## config.mk

```make
export PLATFORM = sky130hd
export DESIGN_NAME = bad_front_flat
export DESIGN_NICKNAME = d
export VERILOG_FILES = /design/src/rtl/core/box_average_image_downscale_assert.svh /design/src/rtl/core/bad_pkg.sv /design/src/rtl/core/bad_if.sv /design/src/rtl/core/bad_front.sv /design/src/flat_wrapper.sv
export SDC_FILE = /design/constraint.sdc
export NUM_CORES = 1
export LEC_CHECK = 0
export BUFFER_PORTS_ARGS = -buffer_cell sky130_fd_sc_hd__buf_4
export CORE_ASPECT_RATIO = 1.2
export CORE_MARGIN = 2
export CORE_UTILIZATION = 30
export CTS_CLUSTER_SIZE = 28
export DETAILED_ROUTE_END_ITERATION = 7
export PLACE_DENSITY = 0.59
export SLEW_MARGIN = 20
export SYNTH_ARGS = -nofsm -noshare
export SYNTH_HDL_FRONTEND = slang
export SYNTH_SLANG_ARGS = --single-unit
export TNS_END_PERCENT = 50
```

## constraint.sdc

```tcl
create_clock -name i_clk -period 1.9 [get_ports i_clk]
set_input_delay 0.095 -clock i_clk [delete_from_list [all_inputs] [get_ports i_clk]]
set_output_delay 0.095 -clock i_clk [all_outputs]
set_load 0.05 [all_outputs]
```

## src/rtl/core/box_average_image_downscale_assert.svh

```systemverilog
// Assertion macros for the box average downscaler.
`ifndef BOX_AVERAGE_IMAGE_DOWNSCALE_ASSERT_SVH
`define BOX_AVERAGE_IMAGE_DOWNSCALE_ASSERT_SVH
// Implication checked on every clock edge outside reset.
`define BAD_ASSERT_IMP(lbl, clk, rst_n, ante, cons, msg) \
    lbl: assert property (@(posedge clk) disable iff (!rst_n) (ante) |-> (cons)) \
        else $error(msg);
// Implication whose consequent is checked in the next cycle.
`define BAD_ASSERT_NEXT(lbl, clk, rst_n, ante, cons, msg) \
    lbl: assert property (@(posedge clk) disable iff (!rst_n) (ante) |=> (cons)) \
        else $error(msg);
`endif

```

## src/rtl/core/bad_pkg.sv

```systemverilog
// Package: widths, types and helpers for the box average downscaler.
`default_nettype none
package bad_pkg;
    localparam int MaxWidth  = 256;
    localparam int MaxHeight = 256;
    localparam int XW = $clog2(MaxWidth);
    localparam int YW = $clog2(MaxHeight);
    localparam int AW = XW + YW;
    localparam int SzW = 9;
    localparam int QDepth = 4;
    localparam int QW = $clog2(QDepth);

    localparam logic [1:0] RegSrcW = 2'd0;
    localparam logic [1:0] RegSrcH = 2'd1;
    localparam logic [1:0] RegDstW = 2'd2;
    localparam logic [1:0] RegDstH = 2'd3;

    localparam logic CmdWrite   = 1'b0;
    localparam logic CmdRequest = 1'b1;

    typedef struct packed {
        logic       command;
        logic [7:0] col;
        logic [7:0] row;
        logic [7:0] red_in;
        logic [7:0] green_in;
        logic [7:0] blue_in;
    } t_in_item;

    typedef struct packed {
        logic [7:0] red_out;
        logic [7:0] green_out;
        logic [7:0] blue_out;
        logic       status;
    } t_out_item;

    // Queue entry: a request classified by the front.
    typedef struct packed {
        logic       outside;
        logic [7:0] col;
        logic [7:0] row;
    } t_req;

    typedef struct packed {
        logic [SzW-1:0] src_w;
        logic [SzW-1:0] src_h;
        logic [SzW-1:0] dst_w;
        logic [SzW-1:0] dst_h;
    } t_sizes;

    function automatic logic [SzW-1:0] clamp_size(input logic [SzW-1:0] v,
                                                  input logic [SzW-1:0] hi);
        logic [SzW-1:0] r;
        r = v;
        if (v == '0) r = SzW'(1);
        else if (v > hi) r = hi;
        return r;
    endfunction
endpackage
`default_nettype wire

```

## src/rtl/core/bad_if.sv

```systemverilog
// Valid/ready channel interfaces for items, results and configuration.
`default_nettype none
interface bad_in_if;
    logic              valid;
    logic              ready;
    bad_pkg::t_in_item data;
    modport source (output valid, output data, input ready);
    modport sink (input valid, input data, output ready);
endinterface

`default_nettype wire

```

## src/rtl/core/bad_front.sv

```systemverilog
// Front: accept items, store pixel writes, classify and queue requests.
`default_nettype none
module bad_front (
    input  wire logic          i_clk,
    input  wire logic          i_rst_n,
    bad_in_if.sink             in_ch,
    input  wire bad_pkg::t_sizes i_sizes,
    input  wire logic          i_back_idle,
    output logic               o_wr_en,
    output logic [bad_pkg::AW-1:0] o_wr_addr,
    output logic [23:0]        o_wr_data,
    output logic               o_q_valid,
    output bad_pkg::t_req      o_q_data,
    input  wire logic          i_q_pop,
    output logic               o_empty
);
    bad_pkg::t_req r_q [bad_pkg::QDepth];
    logic [bad_pkg::QW:0]   r_cnt;
    logic [bad_pkg::QW-1:0] r_rd;
    logic [bad_pkg::QW-1:0] r_wr;
    logic                   w_acc;
    logic                   w_push;
    logic [bad_pkg::SzW-1:0] w_tw;
    logic [bad_pkg::SzW-1:0] w_th;

    assign w_tw = bad_pkg::clamp_size(i_sizes.dst_w, 9'd256);
    assign w_th = bad_pkg::clamp_size(i_sizes.dst_h, 9'd256);

    // Hold writes until no request is queued or walking the store;
    // stall requests only when the queue is full.
    assign in_ch.ready = (in_ch.data.command == bad_pkg::CmdWrite) ?
                         ((r_cnt == '0) && i_back_idle) :
                         (r_cnt != (bad_pkg::QW+1)'(bad_pkg::QDepth));
    assign w_acc  = in_ch.valid && in_ch.ready;
    assign w_push = w_acc && (in_ch.data.command == bad_pkg::CmdRequest);

    assign o_wr_en   = w_acc && (in_ch.data.command == bad_pkg::CmdWrite);
    assign o_wr_addr = {in_ch.data.row[bad_pkg::YW-1:0], in_ch.data.col[bad_pkg::XW-1:0]};
    assign o_wr_data = {in_ch.data.red_in, in_ch.data.green_in, in_ch.data.blue_in};

    // Hold request queue.
    always_ff @(posedge i_clk) begin
        if (!i_rst_n) begin
            r_cnt <= '0;
            r_rd  <= '0;
            r_wr  <= '0;
        end else begin
            if (w_push) begin
                r_q[r_wr].outside <= ({1'b0, in_ch.data.col} >= w_tw) ||
                                     ({1'b0, in_ch.data.row} >= w_th);
                r_q[r_wr].col <= in_ch.data.col;
                r_q[r_wr].row <= in_ch.data.row;
                r_wr <= r_wr + 1'b1;
            end
            if (i_q_pop) r_rd <= r_rd + 1'b1;
            r_cnt <= r_cnt + (bad_pkg::QW+1)'(w_push) - (bad_pkg::QW+1)'(i_q_pop);
        end
    end

    assign o_q_valid = (r_cnt != '0);
    assign o_q_data  = r_q[r_rd];
    assign o_empty   = (r_cnt == '0);
endmodule
`default_nettype wire

```

## src/flat_wrapper.sv

```systemverilog
// flat-port wrapper written by rule: the top's interface ports become plain ports
module bad_front_flat 
  (i_clk, i_rst_n, i_sizes, i_back_idle, o_wr_en, o_wr_addr, o_wr_data, o_q_valid, o_q_data, i_q_pop, o_empty, in_ch_valid, in_ch_data, in_ch_ready);
  bad_in_if in_ch_i ();
  input  wire logic i_clk;
  input  wire logic i_rst_n;
  input  wire bad_pkg::t_sizes i_sizes;
  input  wire logic i_back_idle;
  output logic o_wr_en;
  output logic [bad_pkg::AW-1:0] o_wr_addr;
  output logic [23:0] o_wr_data;
  output logic o_q_valid;
  output bad_pkg::t_req o_q_data;
  input  wire logic i_q_pop;
  output logic o_empty;
  input wire logic [$bits(in_ch_i.valid)-1:0] in_ch_valid;
  input wire logic [$bits(in_ch_i.data)-1:0] in_ch_data;
  output wire logic [$bits(in_ch_i.ready)-1:0] in_ch_ready;
  assign in_ch_i.valid = in_ch_valid;
  assign in_ch_i.data = in_ch_data;
  assign in_ch_ready = in_ch_i.ready;
  bad_front u_core (.i_clk(i_clk), .i_rst_n(i_rst_n), .in_ch(in_ch_i), .i_sizes(i_sizes), .i_back_idle(i_back_idle), .o_wr_en(o_wr_en), .o_wr_addr(o_wr_addr), .o_wr_data(o_wr_data), .o_q_valid(o_q_valid), .o_q_data(o_q_data), .i_q_pop(i_q_pop), .o_empty(o_empty));
endmodule
```

; Word level (Yosys, flattened, before mapping)
; Memory sizes are Yosys's and may differ from the RTL's. A register that Yosys moved wholly into a read port is not among the register bits.
; Index checks and enable logic that the tools add are counted.
[word_totals]
regBits = 7
ram_bits = 68
input_bits = 82
out_inout_bits = 61
word_cells = 33
mem_count = 1
[memory_table]
columns = memory, depth, word_bits, read_ports, rd_ports_with_merged_regs, write_ports, line
row1 = u_core.r_q, 4, 17, 1, 1, 1, bad_front.sv:17  ; bad_pkg::t_req r_q [bad_pkg::QDepth];
[classes]
add_sub_neg = 4
magnitude_cmp = 4
eq_ne = 1
muxes = 10
n_bitwise = 1
reduce_logical = 9
[op_table]
columns = cell, count
row1 = 2-to-1 mux 9 bit, 4
row2 = greater-or-equal comparator 8 x 9 -> 1 bit, 2
row3 = "> comparator 9 bit, second input constant", 2
row4 = zero test 9 bit, 2
row5 = "adder 2 x 1 -> 2 bit, second input constant", 2
row6 = logical AND 1 bit, 4
row7 = 2-to-1 mux 1 bit, 4
row8 = 2-to-1 mux 2 bit, 2
row9 = adder 3 x 1 -> 3 bit, 1
row10 = zero test 3 bit, 1
row11 = "inequality test 3 bit, second input constant", 1
row12 = nonzero test 3 bit, 1
row13 = subtractor 3 x 1 -> 3 bit, 1
row14 = logical OR 1 bit, 1
row15 = NOT 1 bit, 1

; Depth between registers and ports, before layout
[depth]
word_depth = 8
depth_mapped = 9
depth_no_buf = 9

; Least setup slack after synthesis
; No wires, ideal clock.
[synth_timing]
path_type = register -> output
startpoint = register u_core.r_cnt[1] (netlist bit)
endpoint = output o_wr_en
t_arrival_ps = 1978
t_required_ps = 1805
slack_ps = -173
path_stages_with_launch = 5
n_path_buf = 0
path_cell_list = dfxtp_1 -> nor2_2 -> a21oi_1 -> a21oi_1 -> and3b_1
[synth_between]
elab_chain_cells = 5
elab_cells_between_ends = 6
cone_classes = 1 x eq/ne / 1 x mux / 4 x reduce/logical
[synth_rtl]
columns = item, line
row1 = from (decl), bad_front.sv:18  ; logic [bad_pkg::QW:0] r_cnt;
row2 = from (signal assigned), bad_front.sv:56  ; r_cnt <= r_cnt + (bad_pkg::QW+1)'(w_push) - (bad_pkg::QW+1)'(i_q_pop);
row3 = zero test 3 bit, bad_front.sv:32  ; ((r_cnt == '0) && i_back_idle) :
row4 = logical AND 1 bit, bad_front.sv:32
row5 = 2-to-1 mux 1 bit (*), bad_front.sv:31  ; assign in_ch.ready = (in_ch.data.command == bad_pkg::CmdWrite) ?
row6 = named net in_ch_ready, flat_wrapper.sv:18  ; output wire logic [$bits(in_ch_i.ready)-1:0] in_ch_ready;
row7 = logical AND 1 bit (*), bad_front.sv:34  ; assign w_acc = in_ch.valid && in_ch.ready;
row8 = logical AND 1 bit (*), bad_front.sv:37  ; assign o_wr_en = w_acc && (in_ch.data.command == bad_pkg::CmdWrite);
row9 = to (decl), flat_wrapper.sv:9  ; output logic o_wr_en;
; Mark *: on every way through the listed nets, which the timed path passes. The rest lies on a longest branch.

==> impl_metrics.ini <==
[cts]
cts_buffer_depth = 2
cts.sinks = 77
cts_made_buffers = 9
post_cts.repair.setup_buffers = 0
root_buffer = clkbuf_16
clk_pin_slew_ns = 0.05
cts_tree = built
clk_latency_ns = 0.33
h-tree-depth = 3

[power]
p_leak_nw = 1.84
pwr_density_cell_nw_per_um2 = 962
peakVddDrop_v = 0.000368

[grt]
met3_usage_pct = 3.65
grt_max_degree = 18
grtUsageMet1_pct = 13.2
grt-ovfl-total = 0
grt_use_total_pct = 11.6
antenna_found_initial = 0
grt_busiest_layer = met2
grt_pass1_wl_um = 11500
met2_usage_pct = 19.4
grt_pass1_vias = 2157

[sta]
worst_pin_slew_ns = 0.499
fin_skew_ns = 0.00416
relSlewSlack_pct = 66.2
fmax_mhz = 549
slew_viol_final = 0
finalHoldViolations = 0
rsz0062_at_grt = no
final.min_clock_period_ns = 1.82
setup_ws_ns = 0.0776
min_period_over_period_pct = 95.9
setup_viol = 0

[detailed_routing]
ant_nets = 0
drt_iter0_markers = 86
wire_per_inst_um = 15.8
vias = 2118
first_pass_iters = 4
wl_um = 7540
viasPerCell = 4.43
drc = 0

[synth]
avgSynthCellArea_sq_um = 15.5
synth_area_leaders = edfxtp_1 54%, buf_4 8.0%, ha_1 7.3%, mux4_2 6.0%, mux4_1 4.9%
synthCells = 242
synth.most_common_cell = edfxtp_1
yosys.area.top_type = edfxtp_1
ys_ff_latch = 77
synth_top_family_by_area = multiplexers
yosys.area_share.xor_xnor_pct = 1.17
synth-compound-area-share_pct = 3.04
synth_seq_area_share_pct = 59.3
yosysTopAreaCellShare_pct = 54.5
ys.flop_type = edfxtp_1
synthSimpleGateAreaFrac_pct = 7.21
async_flop_share_pct = 0
synth_area_sq_um = 3750
ys_warn_count = 0
syn_nets = 347
synth-edff-count = 68
muxShareOfSynthArea_pct = 11.2
synthAdderAreaFrac_pct = 7.88
yosys.cell_types.count = 36
synthTopCellsByCount = 68 x edfxtp_1, 40 x buf_4, 22 x ha_1, 14 x nand2b_1, 10 x mux4_2

[floorplan]
placementRows = 44
die_w_um = 106
ios = 143
start_util_pct = 30.8
die_y_um = 126
die_area_sq_um = 13400
core_area_sq_um = 12200

[critical_path]
endpoint_kind = output pin
critPathRequiredTime_ns = 1.80
critical_path_class = reg2out
reg2reg_depth = 9
r2r_slack_ns = 0.16
crit_arrival_ns = 1.73
cp_max_fo = 17
cp-start-kind = flop

[final_layout]
design_area_sq_um = 4810
syn2layout_area_growth_pct = 28.3
fin_cells = 478
diodes = 0
drive_gt1_share_pct = 38.5
nets = 419

[placement]
dpl.cell_count = 448
gp_congestion = 0.757
pre_cts_ws_ns = -0.267
dp_hpwl_um = 5080
dpl-instance-area_sq_um = 4350
port_buffers = 76

[worst_hold_path]
min_path_cells = 2
min_path_type = in2reg

[flow_run]
drv_cap = 0

[run_status]
status = complete, no violations
-- cell usage in the layout, fill, tap and decap left out, types with 2 or more instances in the layout --
cell type      instances
buf_12                 5
mux4_2                10
nor4_1                 2
edfxtp_1              68
nor2_1                 4
inv_1                  8
and3_1                 4
a21oi_1                8
nand2b_1              14
mux4_1                 7
ha_1                  22
nor3_1                 3
xnor2_1                3
nor2b_1                3
clkbuf_16              9
o21ai_0                2
nand2_1                5
dfxtp_1                7
dlygate4sd3_1         16
clkbuf_1               2
dfxtp_2                2
and2_1                 6
buf_4                 87
-- worst max-delay path, stage by stage (launching register included) --
cell and delay, ns:
dfxtp_1 0.35, buf_12 0.20, mux4_1 0.62, buf_4 0.22
-- cells by family (layout without fill, tap and decap cells) --
family                   Yosys count  count (layout)
AO/OA/AOI/OAI                     17              17
AND/OR/NAND/NOR                   47              47
flip-flops                        77              77
XOR/XNOR                           5               5
adder cells (fa/ha/maj)           23              23
buffers and inverters             55             130
multiplexers                      18              18
-- power breakdown --
part           switching (mW)  internal (mW)  leakage (nW)
Sequential             0.0517           1.91         0.689
Combinational           0.629          0.433          1.02
Clock                   0.602          0.995         0.133
Total                    1.28           3.34          1.84
-- state kept, by name (all words and copies together), names as in the netlist, named ones only --
| register | count |
|---|---|
| u_core.r_cnt | 3 |
| u_core.r_rd | 2 |
| u_core.r_q | 68 |
| u_core.r_wr | 2 |
-- what timing repair did --
item / in CTS / in global routing
endpoints found under the setup margin: 0 / 5
gates resized for setup: 0 / 7
hold buffers: 16 / 0
hold endpoints to repair: 64 / 0
-- final cells by class --
type / count / area (sq um)
Sequential cell: 77 / 2220
Timing Repair Buffer: 108 / 913
Inverter: 8 / 30.0
Clock buffer: 11 / 233
Tap cell: 161 / 201
Fill cell: 1121 / 7360
Clock inverter: 3 / 38.8
Multi-Input combinational cell: 110 / 1170
-- metal layers --
metal / part of all wire [%] / wire, um
met1: 41 / 3100
met2: 51 / 3820
met3: 5.8 / 434
met4: 2.4 / 184
met5: 0 / 0
-- stage by stage --
step | hold WS [ns] | power [mW] | utilization [%] | setup TNS [ns]
final | 0.0449 | 4.62 | 39.5 | 0
after global routing | 0.0460 | 4.82 | 39.5 | 0
after CTS | 0.0399 | 4.66 | 39.3 | 0
after detailed placement | 0.190 | 3.03 | 35.8 | -1.07
after global placement | 0.190 | 3.01 | 35.8 | -0.591
after floorplan | 0.194 | 2.84 | - | 0
-- final timing paths --
kind,from,end
setup / recovery,flop,o_q_data[1]
hold / removal,i_rst_n,u_core.r_cnt[0]$_SDFF_PN0_
setup reg to reg,u_core.r_cnt[0]$_SDFF_PN0_,u_core.r_cnt[2]$_SDFF_PN0_
hold reg to reg,u_core.r_wr[1]$_SDFFE_PN0P_,u_core.r_wr[1]$_SDFFE_PN0P_
Note: power is estimated with default switching activity, not from simulation.
